$ cat src/rtl/gda_pkg.sv
// Shared types, constants and calendar helpers for the Gregorian date adder.
// No dependencies; imported by gda_ctrl, gda_dp and the top level.
package gda_pkg;

    localparam int IN_DATA_W  = 40;
    localparam int OUT_DATA_W = 24;
    localparam int OUT_USER_W = 2;

    localparam int DAY_W   = 5;
    localparam int MONTH_W = 4;
    localparam int YEAR_W  = 14;
    localparam int ADD_W   = 16;
    localparam int SUM_W   = 17;
    localparam int REM_W   = 9;
    localparam int STEP_W  = 3;

    // year is reduced mod 400 by restoring subtraction of 400 << k, k = 5..0
    localparam logic [YEAR_W-1:0] YEAR_CYCLE   = 14'd400;
    localparam logic [STEP_W-1:0] REDUCE_FIRST = 3'd5;
    localparam logic [REM_W-1:0]  REM_LAST     = 9'd399;

    localparam logic [MONTH_W-1:0] MONTH_JAN = 4'd1;
    localparam logic [MONTH_W-1:0] MONTH_FEB = 4'd2;
    localparam logic [MONTH_W-1:0] MONTH_APR = 4'd4;
    localparam logic [MONTH_W-1:0] MONTH_JUN = 4'd6;
    localparam logic [MONTH_W-1:0] MONTH_SEP = 4'd9;
    localparam logic [MONTH_W-1:0] MONTH_NOV = 4'd11;
    localparam logic [MONTH_W-1:0] MONTH_DEC = 4'd12;

    localparam logic [1:0] STS_OK        = 2'd0;
    localparam logic [1:0] STS_BAD_MONTH = 2'd1;
    localparam logic [1:0] STS_BAD_DAY   = 2'd2;

    typedef enum logic [2:0] {
        ST_IDLE,
        ST_REDUCE,
        ST_CHECK,
        ST_WALK,
        ST_FINISH
    } gda_state_t;

    typedef struct packed {
        logic load;
        logic reduce_step;
        logic check;
        logic walk_step;
        logic out_load;
    } gda_cmd_t;

    typedef struct packed {
        logic reduce_done;
        logic check_err;
        logic walk_done;
        logic out_free;
    } gda_sts_t;

    // leap test from year mod 400
    function automatic logic is_leap(input logic [REM_W-1:0] r);
        logic div4;
        logic cent;
        div4 = (r[1:0] == 2'd0);
        cent = (r == 9'd100) || (r == 9'd200) || (r == 9'd300);
        return div4 && !cent;
    endfunction

    function automatic logic [DAY_W-1:0] month_len(input logic [MONTH_W-1:0] m,
                                                   input logic leap);
        logic [DAY_W-1:0] len;
        len = 5'd31;
        if (m == MONTH_FEB)
        begin
            len = leap ? 5'd29 : 5'd28;
        end
        else if (m inside {MONTH_APR, MONTH_JUN, MONTH_SEP, MONTH_NOV})
        begin
            len = 5'd30;
        end
        return len;
    endfunction

endpackage

$ cat src/rtl/gda_ctrl.sv
// Sequencer for the date adder: load, reduce year, validate, walk, deliver.
// Depends on gda_pkg; drives gda_dp through gda_cmd_t.
module gda_ctrl
    import gda_pkg::*;
(
    input  logic     clk,
    input  logic     rst_n,
    input  logic     in_valid,
    output logic     in_ready,
    input  gda_sts_t sts,
    output gda_cmd_t cmd
);

    gda_state_t state_reg;
    gda_state_t state_next;

    always_ff @(posedge clk or negedge rst_n)
    begin
        if (!rst_n)
        begin
            state_reg <= ST_IDLE;
        end
        else
        begin
            state_reg <= state_next;
        end
    end

    always_comb
    begin
        state_next = state_reg;
        case (state_reg)
            ST_IDLE:
            begin
                if (in_valid)
                begin
                    state_next = ST_REDUCE;
                end
            end
            ST_REDUCE:
            begin
                if (sts.reduce_done)
                begin
                    state_next = ST_CHECK;
                end
            end
            ST_CHECK:
            begin
                state_next = sts.check_err ? ST_FINISH : ST_WALK;
            end
            ST_WALK:
            begin
                if (sts.walk_done)
                begin
                    state_next = ST_FINISH;
                end
            end
            ST_FINISH:
            begin
                if (sts.out_free)
                begin
                    state_next = ST_IDLE;
                end
            end
            default:
            begin
                state_next = ST_IDLE;
            end
        endcase
    end

    always_comb
    begin
        cmd      = '0;
        in_ready = 1'b0;
        case (state_reg)
            ST_IDLE:
            begin
                in_ready = 1'b1;
                cmd.load = in_valid;
            end
            ST_REDUCE:
            begin
                cmd.reduce_step = 1'b1;
            end
            ST_CHECK:
            begin
                cmd.check = 1'b1;
            end
            ST_WALK:
            begin
                cmd.walk_step = !sts.walk_done;
            end
            ST_FINISH:
            begin
                cmd.out_load = sts.out_free;
            end
            default:
            begin
                cmd = '0;
            end
        endcase
    end

endmodule

$ cat src/rtl/gda_dp.sv
// Datapath for the date adder: year mod 400 reduction, validation, month walk
// and the output register. Depends on gda_pkg; commanded by gda_ctrl.
module gda_dp
    import gda_pkg::*;
(
    input  logic                 clk,
    input  logic                 rst_n,
    input  gda_cmd_t             cmd,
    output gda_sts_t             sts,
    input  logic [DAY_W-1:0]     start_day,
    input  logic [MONTH_W-1:0]   start_month,
    input  logic [YEAR_W-1:0]    start_year,
    input  logic [ADD_W-1:0]     days_to_add,
    output logic                 out_valid,
    input  logic                 out_ready,
    output logic [1:0]           status,
    output logic [DAY_W-1:0]     result_day,
    output logic [MONTH_W-1:0]   result_month,
    output logic [YEAR_W-1:0]    result_year
);

    logic [DAY_W-1:0]   sday_reg;
    logic [SUM_W-1:0]   day_reg;
    logic [MONTH_W-1:0] month_reg;
    logic [YEAR_W-1:0]  year_reg;
    logic [YEAR_W-1:0]  rem_reg;
    logic [STEP_W-1:0]  step_reg;
    logic [1:0]         sts_reg;

    logic               out_valid_reg;
    logic               out_valid_next;
    logic [1:0]         status_reg;
    logic [DAY_W-1:0]   rday_reg;
    logic [MONTH_W-1:0] rmonth_reg;
    logic [YEAR_W-1:0]  ryear_reg;

    logic [YEAR_W-1:0]  sub_val;
    logic               leap;
    logic [DAY_W-1:0]   len;
    logic               bad_month;
    logic               bad_day;
    logic [1:0]         chk_code;
    logic [REM_W-1:0]   rem_next;

    assign sub_val   = YEAR_CYCLE << step_reg;
    assign leap      = is_leap(rem_reg[REM_W-1:0]);
    assign len       = month_len(month_reg, leap);
    assign bad_month = (month_reg == 4'd0) || (month_reg > MONTH_DEC);
    assign bad_day   = (sday_reg == 5'd0) || (sday_reg > len);
    assign chk_code  = bad_month ? STS_BAD_MONTH : (bad_day ? STS_BAD_DAY : STS_OK);

    // year wrap to 0 lands on a multiple of 400
    always_comb
    begin
        if (year_reg == {YEAR_W{1'b1}} || rem_reg[REM_W-1:0] == REM_LAST)
        begin
            rem_next = '0;
        end
        else
        begin
            rem_next = rem_reg[REM_W-1:0] + 9'd1;
        end
    end

    assign sts.reduce_done = (step_reg == 3'd0);
    assign sts.check_err   = (chk_code != STS_OK);
    assign sts.walk_done   = (day_reg <= SUM_W'(len));
    assign sts.out_free    = !out_valid_reg || out_ready;

    always_ff @(posedge clk)
    begin
        if (cmd.load)
        begin
            sday_reg  <= start_day;
            day_reg   <= SUM_W'(start_day) + SUM_W'(days_to_add);
            month_reg <= start_month;
            year_reg  <= start_year;
            rem_reg   <= start_year;
            step_reg  <= REDUCE_FIRST;
        end
        else if (cmd.reduce_step)
        begin
            if (rem_reg >= sub_val)
            begin
                rem_reg <= rem_reg - sub_val;
            end
            step_reg <= step_reg - 3'd1;
        end
        else if (cmd.check)
        begin
            sts_reg <= chk_code;
        end
        else if (cmd.walk_step)
        begin
            day_reg <= day_reg - SUM_W'(len);
            if (month_reg == MONTH_DEC)
            begin
                month_reg <= MONTH_JAN;
                year_reg  <= year_reg + 14'd1;
                rem_reg   <= YEAR_W'(rem_next);
            end
            else
            begin
                month_reg <= month_reg + 4'd1;
            end
        end
    end

    always_comb
    begin
        out_valid_next = out_valid_reg;
        if (cmd.out_load)
        begin
            out_valid_next = 1'b1;
        end
        else if (out_ready)
        begin
            out_valid_next = 1'b0;
        end
    end

    always_ff @(posedge clk or negedge rst_n)
    begin
        if (!rst_n)
        begin
            out_valid_reg <= 1'b0;
        end
        else
        begin
            out_valid_reg <= out_valid_next;
        end
    end

    always_ff @(posedge clk)
    begin
        if (cmd.out_load)
        begin
            status_reg <= sts_reg;
            if (sts_reg == STS_OK)
            begin
                rday_reg   <= day_reg[DAY_W-1:0];
                rmonth_reg <= month_reg;
                ryear_reg  <= year_reg;
            end
            else
            begin
                rday_reg   <= '0;
                rmonth_reg <= '0;
                ryear_reg  <= '0;
            end
        end
    end

    assign out_valid    = out_valid_reg;
    assign status       = status_reg;
    assign result_day   = rday_reg;
    assign result_month = rmonth_reg;
    assign result_year  = ryear_reg;

    // year residue is fully reduced before any month is walked
    a_rem_reduced: assert property (@(posedge clk) disable iff (!rst_n)
        cmd.walk_step |-> (rem_reg < 14'd400))
        else $error("year residue not reduced during walk");

    // walking only happens on a validated month
    a_month_valid: assert property (@(posedge clk) disable iff (!rst_n)
        cmd.walk_step |-> (month_reg >= MONTH_JAN && month_reg <= MONTH_DEC))
        else $error("walk on invalid month");

    // each walk step strictly shrinks the remaining day count
    a_day_shrinks: assert property (@(posedge clk) disable iff (!rst_n)
        cmd.walk_step |=> (day_reg < $past(day_reg)))
        else $error("day count did not shrink");

    // a new result never overwrites one still waiting
    a_no_overwrite: assert property (@(posedge clk) disable iff (!rst_n)
        cmd.out_load |-> (!out_valid_reg || out_ready))
        else $error("result overwritten");

endmodule

$ cat src/rtl/gregorian_date_add_days_top.sv
// Top level of the Gregorian date adder: stream ports, field unpacking,
// controller and datapath. Depends on gda_pkg, gda_ctrl and gda_dp.

// Adds a day count to a Gregorian date, one item at a time. An item is taken
// only while the block is idle; its result then sits in an output register,
// so the next item can be taken while that result waits for the consumer.
// Each item passes through these steps, where M is the number of month
// boundaries crossed (up to roughly 2160 for the largest day count): a load
// step, six steps of restoring subtraction that reduce the year mod 400 for
// the leap rule, a validation step, M steps of the month walk
// (the walk loop subtracts one month length per cycle), a final compare and
// a move of the result into the output register. Invalid dates skip the month
// walk and its final compare. Status 1 marks a month outside 1..12, status 2 a day outside
// the month; either way the date fields read zero. Years wrap past 16383 to 0.
module gregorian_date_add_days_top
    import gda_pkg::*;
(
    input  logic                  clk,
    input  logic                  rst_n,
    input  logic                  s_axis_tvalid,
    output logic                  s_axis_tready,
    // [4:0] start_day, [8:5] start_month, [22:9] start_year, [38:23] days_to_add
    input  logic [IN_DATA_W-1:0]  s_axis_tdata,
    output logic                  m_axis_tvalid,
    input  logic                  m_axis_tready,
    // [4:0] result_day, [8:5] result_month, [22:9] result_year
    output logic [OUT_DATA_W-1:0] m_axis_tdata,
    // [1:0] status
    output logic [OUT_USER_W-1:0] m_axis_tuser
);

    gda_cmd_t cmd;
    gda_sts_t sts;

    logic [1:0]         status;
    logic [DAY_W-1:0]   result_day;
    logic [MONTH_W-1:0] result_month;
    logic [YEAR_W-1:0]  result_year;

    // sequencer: owns input handshake and the per-item command schedule
    gda_ctrl u_ctrl (
        .clk      (clk),
        .rst_n    (rst_n),
        .in_valid (s_axis_tvalid),
        .in_ready (s_axis_tready),
        .sts      (sts),
        .cmd      (cmd)
    );

    // arithmetic and the output register
    gda_dp u_dp (
        .clk          (clk),
        .rst_n        (rst_n),
        .cmd          (cmd),
        .sts          (sts),
        .start_day    (s_axis_tdata[4:0]),
        .start_month  (s_axis_tdata[8:5]),
        .start_year   (s_axis_tdata[22:9]),
        .days_to_add  (s_axis_tdata[38:23]),
        .out_valid    (m_axis_tvalid),
        .out_ready    (m_axis_tready),
        .status       (status),
        .result_day   (result_day),
        .result_month (result_month),
        .result_year  (result_year)
    );

    // pad bit keeps tdata byte aligned
    assign m_axis_tdata = {1'b0, result_year, result_month, result_day};
    assign m_axis_tuser = status;

endmodule
$ cat config.mk
export PLATFORM = sky130hd
export DESIGN_NAME = gregorian_date_add_days_top
export DESIGN_NICKNAME = d
export VERILOG_FILES = /design/src/rtl/gda_pkg.sv /design/src/rtl/gda_ctrl.sv /design/src/rtl/gda_dp.sv /design/src/rtl/gregorian_date_add_days_top.sv
export SDC_FILE = /design/constraint.sdc
export NUM_CORES = 1
export LEC_CHECK = 0
export BUFFER_PORTS_ARGS = -buffer_cell sky130_fd_sc_hd__buf_2
export CORE_MARGIN = 4
export CORE_UTILIZATION = 50
export DETAILED_ROUTE_END_ITERATION = 10
export PLACE_DENSITY = 0.71
export SYNTH_ARGS = -nofsm -noshare
export SYNTH_HDL_FRONTEND = slang
export SYNTH_SLANG_ARGS = --single-unit
$ cat constraint.sdc
create_clock -name clk -period 10.2 [get_ports clk]
set_input_delay 1.02 -clock clk [delete_from_list [all_inputs] [get_ports clk]]
set_output_delay 1.02 -clock clk [all_outputs]
set_load 0.01 [all_outputs]
==> results of run 1 <==
kinds of logic (layout without fill, tap and decap cells):
family	Yosys count	count (layout)	share of synthesized area (%)
fa+ha+maj	33	33	7.851
simple gates	195	195	18.73
mux	12	12	2.204
buf+inv	42	113	3.076
xor+xnor	51	51	8.196
other cells	1	2	0.06880
compound gates	106	106	12.30
flops	88	88	47.57
synthesized netlist by cell type, drive strengths merged (3+ instances only):
| cell type | number | area share, % |
|---|---|---|
| xnor2 | 26 | 4.2 |
| or4 | 3 | 0.48 |
| a21oi | 31 | 2.8 |
| dfrtp | 4 | 1.8 |
| mux2i | 12 | 2.2 |
| inv | 26 | 1.8 |
| nand3 | 19 | 1.7 |
| nor4 | 9 | 1.1 |
| nor2b | 4 | 0.46 |
| a31oi | 7 | 0.80 |
| and3 | 11 | 1.3 |
| o21a | 3 | 0.41 |
| xor2 | 25 | 4.0 |
| and4 | 5 | 0.80 |
| a211oi | 8 | 1.3 |
| clkbuf | 11 | 0.76 |
| o211ai | 6 | 0.83 |
| nand2b | 5 | 0.57 |
| dfxtp | 3 | 1.1 |
| buf | 4 | 0.46 |
| nand4 | 7 | 0.80 |
| edfxtp | 81 | 45 |
| o21ai | 28 | 2.6 |
| ha | 31 | 7.1 |
| nor3 | 20 | 1.9 |
| nand2 | 44 | 3.0 |
| nor2 | 37 | 2.6 |
| or3 | 4 | 0.57 |
| and2 | 21 | 2.4 |
layer usage:
layer | track usage, % | wire (um) | up-vias
met5 | 0 | 0 | -
met4 | 8.013 | 181 | 0
met3 | 3.019 | 626 | 12
met2 | 30.99 | 5655 | 133
met1 | 26.07 | 5297 | 1978
li1 | - | - | 2072
area by class of cell:
| class | instances | area share [%] |
|---|---|---|
| clock inverters | 6 | 1.004 |
| diodes | 1 | 0.04098 |
| repair buffers | 71 | 5.900 |
| well taps | 136 | 2.786 |
| multi-input cells | 398 | 44.13 |
| inverters | 27 | 1.659 |
| flip-flops and latches | 88 | 42.45 |
| clock buffers | 9 | 2.028 |
report_power, final:
group          switching (uW)  total (uW)  internal [uW]
clock network             125         236            111
logic                     580         972            392
registers                 130         751            621
total                     835        1960           1120
metrics by stage:
stage          hold slack [ns]  cells
3_3_place_gp            0.5350    720
6_report                0.4479    736
3_5_place_dp            0.5325    720
2_1_floorplan           0.5190    528
5_1_grt                 0.4404    736
4_1_cts                 0.4346    735
worst min path at each step:
stage | from | to
2_1_floorplan | u_dp.step_reg[0] | u_dp.step_reg[0]
3_3_place_gp | u_dp.out_valid | u_dp.out_valid
3_5_place_dp | u_dp.out_valid | u_dp.out_valid
4_1_cts | rst_n | u_ctrl.state_reg[1]
5_1_grt | rst_n | u_dp.out_valid
6_report | rst_n | u_ctrl.state_reg[1]
==> results by group, run 1 <==
Clock tree
  • Clock-pin transition on the worst setup and hold timing paths: 0.09 ns
  • Sink Count: 88
  • Post-CTS setup buffers: 0
  • CTS tree: built
  • Worst skew pair latency: 0.36 ns
  • TritonCTS Buffers: 9
  • # H-tree levels: 3
  • Post-CTS resize count: 0
  • Hold-fix buffers, CTS: 0
  • Max Root-Sink Buffers: 2
  • Root Driver: clkbuf_8

Place
  • Pre-CTS setup slack: 6.181 ns
  • GPL Wtd Cong: 0.8679
  • Placed inst area: 0.005919 mm2
  • Input/output buffers: 69
  • HPWL after DPL: 8767 um

Critical path
  • Cell depth of the worst setup path: 11
  • Critical R2R Launch: u_dp.rem_reg[3]
  • Arr. time, crit path: 4.04 ns
  • Data required, critical path: 10.20 ns
  • Delay-heaviest family, CP: compound AO/OA/AOI/OAI gates
  • RR Endpoint: u_dp.rem_reg[4]
  • Worst setup path endpoint: u_dp.rem_reg[4]
  • Crit path from: u_dp.rem_reg[3]
  • WP buf/inv: 0
  • Maximum fanout along the worst path: 11
  • Critical path, cell by cell: nor4bb_1, a31oi_1, o31a_1, o21ai_0, a31oi_1, ha_1, nor2b_1, o211a_1, o2111ai_1, o21ai_0, o22a_1
  • Critical Path End Type: flop
  • Worst r2r path cells: 11
  • Setup slack, reg-to-reg: 6.16 ns
  • Kind of critical path: flop to flop
  • Crit-path slowest cell: o21ai_0
  • CP Launch Type: flop
  • Slowest cell delay on critical path: 0.61 ns

Timing
  • Slew @ Worst Pin: 1.270 ns
  • Fmax: 0.2473 GHz
  • Minimum clock period: 4.043 ns
  • PnR worst setup slack: 6.157 ns
  • Relative slew slack: 14.77%
  • Max Slew Vio Count: 0
  • RSZ-0062 raised after global routing: no
  • Final setup fails: 0
  • Setup TNS: 0 ns
  • Final hold vios: 0
  • Clock Skew: 0.008701 ns
  • Final period util: 39.64%

Global route
  • Grt ovf: 0
  • Antenna violations before repair: 1
  • GRT Total Usage: 19.26%
  • Global-route wire length before repair: 19690 um
  • Largest net degree at the start of global routing: 46
  • Vias in the first global route: 4056

Power and ir drop
  • VDD IR max: 129.9 uV
  • Total power: 1959 uW
  • Leakage Power: 0.002398 uW
  • PwrDens: 320.7 mW/mm2

Yosys
  • Avg Cell Area, Syn: 10.32 um2
  • Ys Warns: 0
  • Syn_nets: 605
  • Synth Register Bits: 88
  • EDFF count, synth: 81
  • Unique masters post-synth: 63
  • Mapped cell area: 0.005450 mm2
  • Post-Synthesis Cells: 528
  • Synth Flop Type: edfxtp_1
  • Register area share after synthesis: 47.57%
  • Asr flop ratio synth: 4.545%

Route
  • First-pass DRT Iterations: 7
  • Routed Wire Length: 11760 um
  • Initial DRC count: 353
  • Drt wl/cell: 15.98 um
  • Routed vias: 4195
  • ANT nets after route: 0
  • Drt drc: 0
  • Via density: 5.700

Outcome
  • Status: completed

Final layout
  • Multi-input combinational cell area: 0.002695 mm2
  • Most common cell after layout, fill and taps aside: edfxtp_1
  • Filler Cell Count: 915
  • FF+latch area: 0.002592 mm2
  • Commonest cells after routing, fill and taps aside: 81 x edfxtp_1, 69 x buf_2, 44 x nand2_1
  • Util after Layout: 58.37%
  • Growth of design area from synthesis to finish: 12.05%
  • NumNets Final: 672
  • Max reg flops: 17
  • Final instance area: 0.006107 mm2
  • Share of post-route cells with drive strength above 1: 15.69%

Floorplanning
  • # IOs: 72
  • Die Y: 112.4 um
  • Die area: 0.01263 mm2
  • Rows: 37
  • Initial Util: 52.09%
  • Core box area: 0.01046 mm2
  • Die Width: 112.4 um

Worst hold path
  • Worst min path class: input port to async pin

Job
  • Maxcap violations: 0
No activity file was read; power rests on OpenSTA's default activity.
==> run 2, diff against run 1 <==
PLACE_DENSITY = 0.73   (was 0.71)
clock period = 3.2 ns   (was 10.2 ns; I/O delays follow)
==> run 2 against run 1 <==
Net effect:
- total power rose to 3.4 times the previous value
- die area unchanged
- sequential power increased to 3.2 times the previous value
- register-to-register slack worse by 6.0 ns
- critical path type unchanged
- core utilization increased by 2.1 points
- fmax increased by 33%
- flip-flop and latch count stayed put
- sequential share of layout area down 1.4 points
==> results by group, run 2 (synthesis gave the netlist of run 1 again) <==
Outcome
  • Status: completed

Floorplanning
  • Die Width: 112.4 um
  • Die Y: 112.4 um
  • Initial Util: 52.09%
  • Core box area: 0.01046 mm2
  • # IOs: 72
  • Die area: 0.01263 mm2
  • Rows: 37

Place
  • Placed inst area: 0.006075 mm2
  • GPL Wtd Cong: 0.8418
  • HPWL after DPL: 9401 um
  • Input/output buffers: 69

Final layout
  • Filler Cell Count: 880
  • Growth of design area from synthesis to finish: 16.00%
  • NumNets Final: 693
  • Inserted Diodes: 0
  • FF+latch area: 0.002592 mm2
  • Multi-input combinational cell area: 0.002710 mm2
  • Final instance area: 0.006322 mm2
  • Max reg flops: 17
  • Commonest cells after routing, fill and taps aside: 81 x edfxtp_1, 69 x buf_2, 44 x nand2_1
  • Most common cell after layout, fill and taps aside: edfxtp_1
  • Share of post-route cells with drive strength above 1: 19.00%
  • Util after Layout: 60.43%

Critical path
  • Data required, critical path: 3.30 ns
  • Kind of critical path: flop to flop
  • Worst r2r path cells: 9
  • Critical Path End Type: flop
  • Critical R2R Launch: u_dp.step_reg[1]
  • Maximum fanout along the worst path: 10
  • RR Endpoint: u_dp.rem_reg[6]
  • CP Launch Type: flop
  • Arr. time, crit path: 3.14 ns
  • Setup slack, reg-to-reg: 0.17 ns

Route
  • Initial DRC count: 249
  • First-pass DRT Iterations: 5
  • Routed Wire Length: 12460 um
  • Routed vias: 4300
  • Drt drc: 0
  • ANT nets after route: 0
  • Drt wl/cell: 16.45 um
  • Via density: 5.680

Timing
  • Final hold vios: 0
  • Minimum clock period: 3.034 ns
  • Max Slew Vio Count: 0
  • Final setup fails: 0
  • Final period util: 94.81%
  • Clock Skew: 0.01208 ns
  • Fmax: 0.3296 GHz
  • Min Hold Slack: 0.1316 ns
  • Relative slew slack: 29.46%
  • RSZ-0062 raised after global routing: no
  • Slew @ Worst Pin: 1.058 ns
  • Setup TNS: 0 ns

Clock tree
  • Sink Count: 88
  • CTS tree: built
  • # H-tree levels: 3
  • Worst skew pair latency: 0.38 ns
  • TritonCTS Buffers: 9
  • Root Driver: clkbuf_8
  • Clock-pin transition on the worst setup and hold timing paths: 0.09 ns
  • Max Root-Sink Buffers: 2

Global route
  • Global-route wire length before repair: 20240 um
  • Antenna violations before repair: 0
  • Grt ovf: 0
  • Largest net degree at the start of global routing: 46
  • GRT Total Usage: 19.87%
  • Vias in the first global route: 4163

Power and ir drop
  • Leakage Power: 0.002517 uW
  • PwrDens: 1052 mW/mm2
  • VDD IR max: 422.0 uV

Worst hold path
  • Min-delay src: s_axis_tdata[2]
  • Hold Path Depth: 1
  • Hold endpoint: u_dp.sday_reg[2]
  • Worst min path class: input port to flop

Job
  • Maxcap violations: 0
-- run 2: cell count changes in the layout (fill, tap and decap cells not counted), sizes merged --
cell | previous run | this run
buf | 71 | 91
clkinv | 4 | 3
clkinvlp | 2 | 1
diode | 1 | 0
dlygate4sd3 | 0 | 1
inv | 26 | 29
-- run 2: power breakdown --
part           internal (uW)  total, uW  switching (uW)
Sequential              1970       2370             406
Clock                    371        827             456
Combinational           1500       3450            1950
Total                   3840       6650            2810
-- run 2: metal layers --
metal  global-route usage [%]  share of wire [%]
met5                        0                  0
met2                    33.17                 49
met4                    7.532                1.9
met1                    26.21                 44
met3                    3.019                4.9
-- run 2: metrics by stage --
step / setup slack (ns) / power [uW] / instances
finish: 0.1662 / 6649 / 757
detailed placement: 0.04387 / 5766 / 738
floorplan: 0.01559 / 4681 / 528
CTS: 0.1152 / 6615 / 755
global route: 0.003013 / 7136 / 757
global placement: 0.1046 / 5607 / 738
-- run 2: worst max-delay path: stages (launching register included) --
cell      delay [ns]
dfxtp_1         0.44
inv_1           0.12
ha_1            0.35
or2_2           0.30
ha_1            0.33
nor2_1          0.06
a211oi_2        0.44
a41o_1          0.31
o22a_1          0.24
buf_12          0.15
-- run 2: layout make-up --
type / instances / area share, %
Timing Repair Buffer: 92 / 8.629
Inverter: 27 / 1.603
Sequential cell: 88 / 41.01
Tap cell: 136 / 2.691
Multi-Input combinational cell: 398 / 42.87
Clock inverter: 7 / 1.247
Clock buffer: 9 / 1.959
-- run 2: worst max-delay path by stage --
stage                           startpoint                to  cells after the start  slack (ns)
after floorplan            u_dp.rem_reg[3]  u_dp.rem_reg[10]                     12        0.02
after global placement     u_dp.rem_reg[7]   u_dp.day_reg[6]                     12        0.10
after detailed placement   u_dp.rem_reg[5]  u_dp.day_reg[16]                     12        0.04
after CTS                  u_dp.rem_reg[5]  u_dp.day_reg[14]                     12        0.12
after global routing       u_dp.rem_reg[5]  u_dp.day_reg[14]                     12       0.003
final                     u_dp.step_reg[1]   u_dp.rem_reg[6]                      9        0.17
-- run 2: timing repair --
item                       4_1_cts  5_1_grt
hold endpoints to repair         4        0
gates resized for setup          1        4
setup endpoints to repair        1       17
cloned                           0        0
buffers inserted                 0        2
hold buffers                     1        0
==> run 3, diff against run 2 <==
CORE_MARGIN = 1.5   (was 4)
==> run 3 against run 2 <==
Net effect:
- final cell count fell by 0.26%
- fmax rose by 0.76%
- clock skew rose by 0.0022 ns
- non-clock buffer count fell by 2
- sequential share of layout area barely moved
- core utilization barely moved
- critical path depth rose by 4
- die area fell by 8.7%
- critical path type unchanged
- largest cell class unchanged
- highest routed layer unchanged
==> results by group, run 3 (synthesis gave the netlist of run 1 again) <==
Outcome
  • Status: completed

Job
  • Maxcap violations: 0

Critical path
  • Kind of critical path: flop to flop
  • Arr. time, crit path: 3.14 ns
  • Maximum fanout along the worst path: 5
  • Critical R2R Launch: u_dp.month_reg[1]
  • Critical path, cell by cell: inv_1, ha_1, o21ai_0, nand2_1, a31oi_2, ha_1, nor2b_1, o211a_1, o2111ai_1, o21ai_0, buf_4, o22a_1, buf_4
  • Data required, critical path: 3.33 ns
  • Slowest cell delay on critical path: 0.46 ns
  • Worst r2r path cells: 13
  • Critical Path End Type: flop
  • Crit-path slowest cell: edfxtp_1
  • CP Launch Type: flop
  • Setup slack, reg-to-reg: 0.19 ns
  • RR Endpoint: u_dp.rem_reg[9]
  • WP buf/inv: 3
  • Delay-heaviest family, CP: compound AO/OA/AOI/OAI gates

Floorplanning
  • Initial Util: 52.09%
  • Die area: 0.01154 mm2
  • # IOs: 72
  • Die Y: 107.4 um
  • Rows: 37
  • Die Width: 107.4 um
  • Core box area: 0.01046 mm2

Global route
  • GRT Max-Usage Layer: met2
  • Grt met3 use: 3.329%
  • Global-route wire length before repair: 20000 um
  • Grt ovf: 0
  • GRT Total Usage: 22.18%
  • Antenna violations before repair: 0
  • M1 GR Usage: 29.59%
  • Largest net degree at the start of global routing: 46
  • Met2 usage: 36.62%
  • Vias in the first global route: 4196

Route
  • ANT nets after route: 0
  • First-pass DRT Iterations: 5
  • Drt wl/cell: 16.06 um
  • Initial DRC count: 262
  • Routed Wire Length: 12130 um
  • Drt drc: 0
  • Routed vias: 4310
  • Via density: 5.709

Power and ir drop
  • Clock power frac: 13.0%
  • Internal Pwr Total: 3874 uW
  • VDD IR max: 399.9 uV
  • Comb power frac: 51.0%
  • Net switching power: 2757 uW
  • PwrDens: 1049 mW/mm2
  • Leakage Power: 0.002509 uW
  • Register share of total power: 36.0%
  • Sw Share: 41.58%

Timing
  • Final period util: 94.09%
  • RSZ-0062 raised after global routing: no
  • Fmax: 0.3321 GHz
  • Relative slew slack: 36.74%
  • Max Slew Vio Count: 0
  • Minimum clock period: 3.011 ns
  • Final hold vios: 0
  • Clock Skew: 0.01427 ns
  • Final setup fails: 0
  • Setup TNS: 0 ns
  • Slew @ Worst Pin: 0.9431 ns

Place
  • Input/output buffers: 69
  • GPL Wtd Cong: 0.8869
  • HPWL after DPL: 8867 um

Final layout
  • Filler Cell Count: 879
  • FF+latch area: 0.002592 mm2
  • Inserted Diodes: 0
  • NumNets Final: 691
  • Commonest cells after routing, fill and taps aside: 81 x edfxtp_1, 69 x buf_2, 44 x nand2_1
  • Max reg flops: 17
  • Util after Layout: 60.44%
  • Growth of design area from synthesis to finish: 16.02%
  • Most common cell after layout, fill and taps aside: edfxtp_1
  • Share of post-route cells with drive strength above 1: 19.22%
  • Multi-input combinational cell area: 0.002721 mm2

Worst hold path
  • Hold endpoint: u_dp.sday_reg[0]
  • Min-delay src: s_axis_tdata[0]
  • Worst min path class: input port to flop
  • Hold Path Depth: 1

Clock tree
  • Root Driver: clkbuf_8
  • Max Root-Sink Buffers: 2
  • Sink Count: 88
  • Clock-pin transition on the worst setup and hold timing paths: 0.09 ns
  • TritonCTS Buffers: 9
  • Worst skew pair latency: 0.37 ns
  • CTS tree: built
  • # H-tree levels: 3
run 3: metrics by stage:
stage	instance area (um2)	total power (uW)	worst slack, ns	instances	hold WS (ns)
floorplan	5450	4681	0.01559	528	0.02441
global placement	6047	5537	0.09113	736	0.1383
detailed placement	6047	5678	-0.003708	736	0.1430
CTS	6277	6566	0.05030	753	0.1281
global route	6324	7156	0.001952	755	0.1417
finish	6324	6631	0.1891	755	0.1454
run 3: power by group through the flow:
stage / Combinational, uW / Sequential (uW) / Clock, uW
finish: 3380 / 2380 / 863
global route: 3790 / 2440 / 925
CTS: 3310 / 2370 / 883
detailed placement: 3280 / 2390 / 0
global placement: 3180 / 2360 / 0
floorplan: 2410 / 2270 / 0
run 3: per-layer routing:
metal / vias up / routed length [um]
met2: 113 / 5886
li1: 2108 / -
met3: 15 / 503
met4: 0 / 184
met1: 2074 / 5553
met5: - / 0
run 3: cell type report:
class	instances	share of cell area (%)
Timing Repair Buffer	90	8.192
Multi-Input combinational cell	398	43.04
Clock inverter	6	1.464
Clock buffer	10	2.018
Sequential cell	88	41.00
Inverter	27	1.603
Tap cell	136	2.691
run 3: timing repair:
action | in CTS | in global routing
setup buffers | 0 | 2
hold buffers | 1 | 0
setup endpoints to repair | 6 | 32
hold endpoints to repair | 4 | 0
resized for setup | 1 | 7
run 3: worst register-to-register path: cells and delay by family (launching register included):
kind | cells | cell delay [ns]
and+or+nand+nor | 2 | 0.17
AOI/OAI and AO/OA | 6 | 1.19
adders and majority gates | 2 | 0.50
DFF | 1 | 0.46
buffers and inverters | 3 | 0.48
run 3: worst max path at each step:
stage	start	to	cells after the start
final	u_dp.month_reg[1]	u_dp.rem_reg[9]	13
after CTS	u_dp.month_reg[0]	u_dp.day_reg[16]	12
after global routing	u_dp.month_reg[1]	u_dp.day_reg[16]	12
after floorplan	u_dp.rem_reg[3]	u_dp.rem_reg[10]	12
after detailed placement	u_dp.rem_reg[7]	u_dp.day_reg[6]	12
after global placement	u_dp.rem_reg[7]	u_dp.day_reg[6]	12
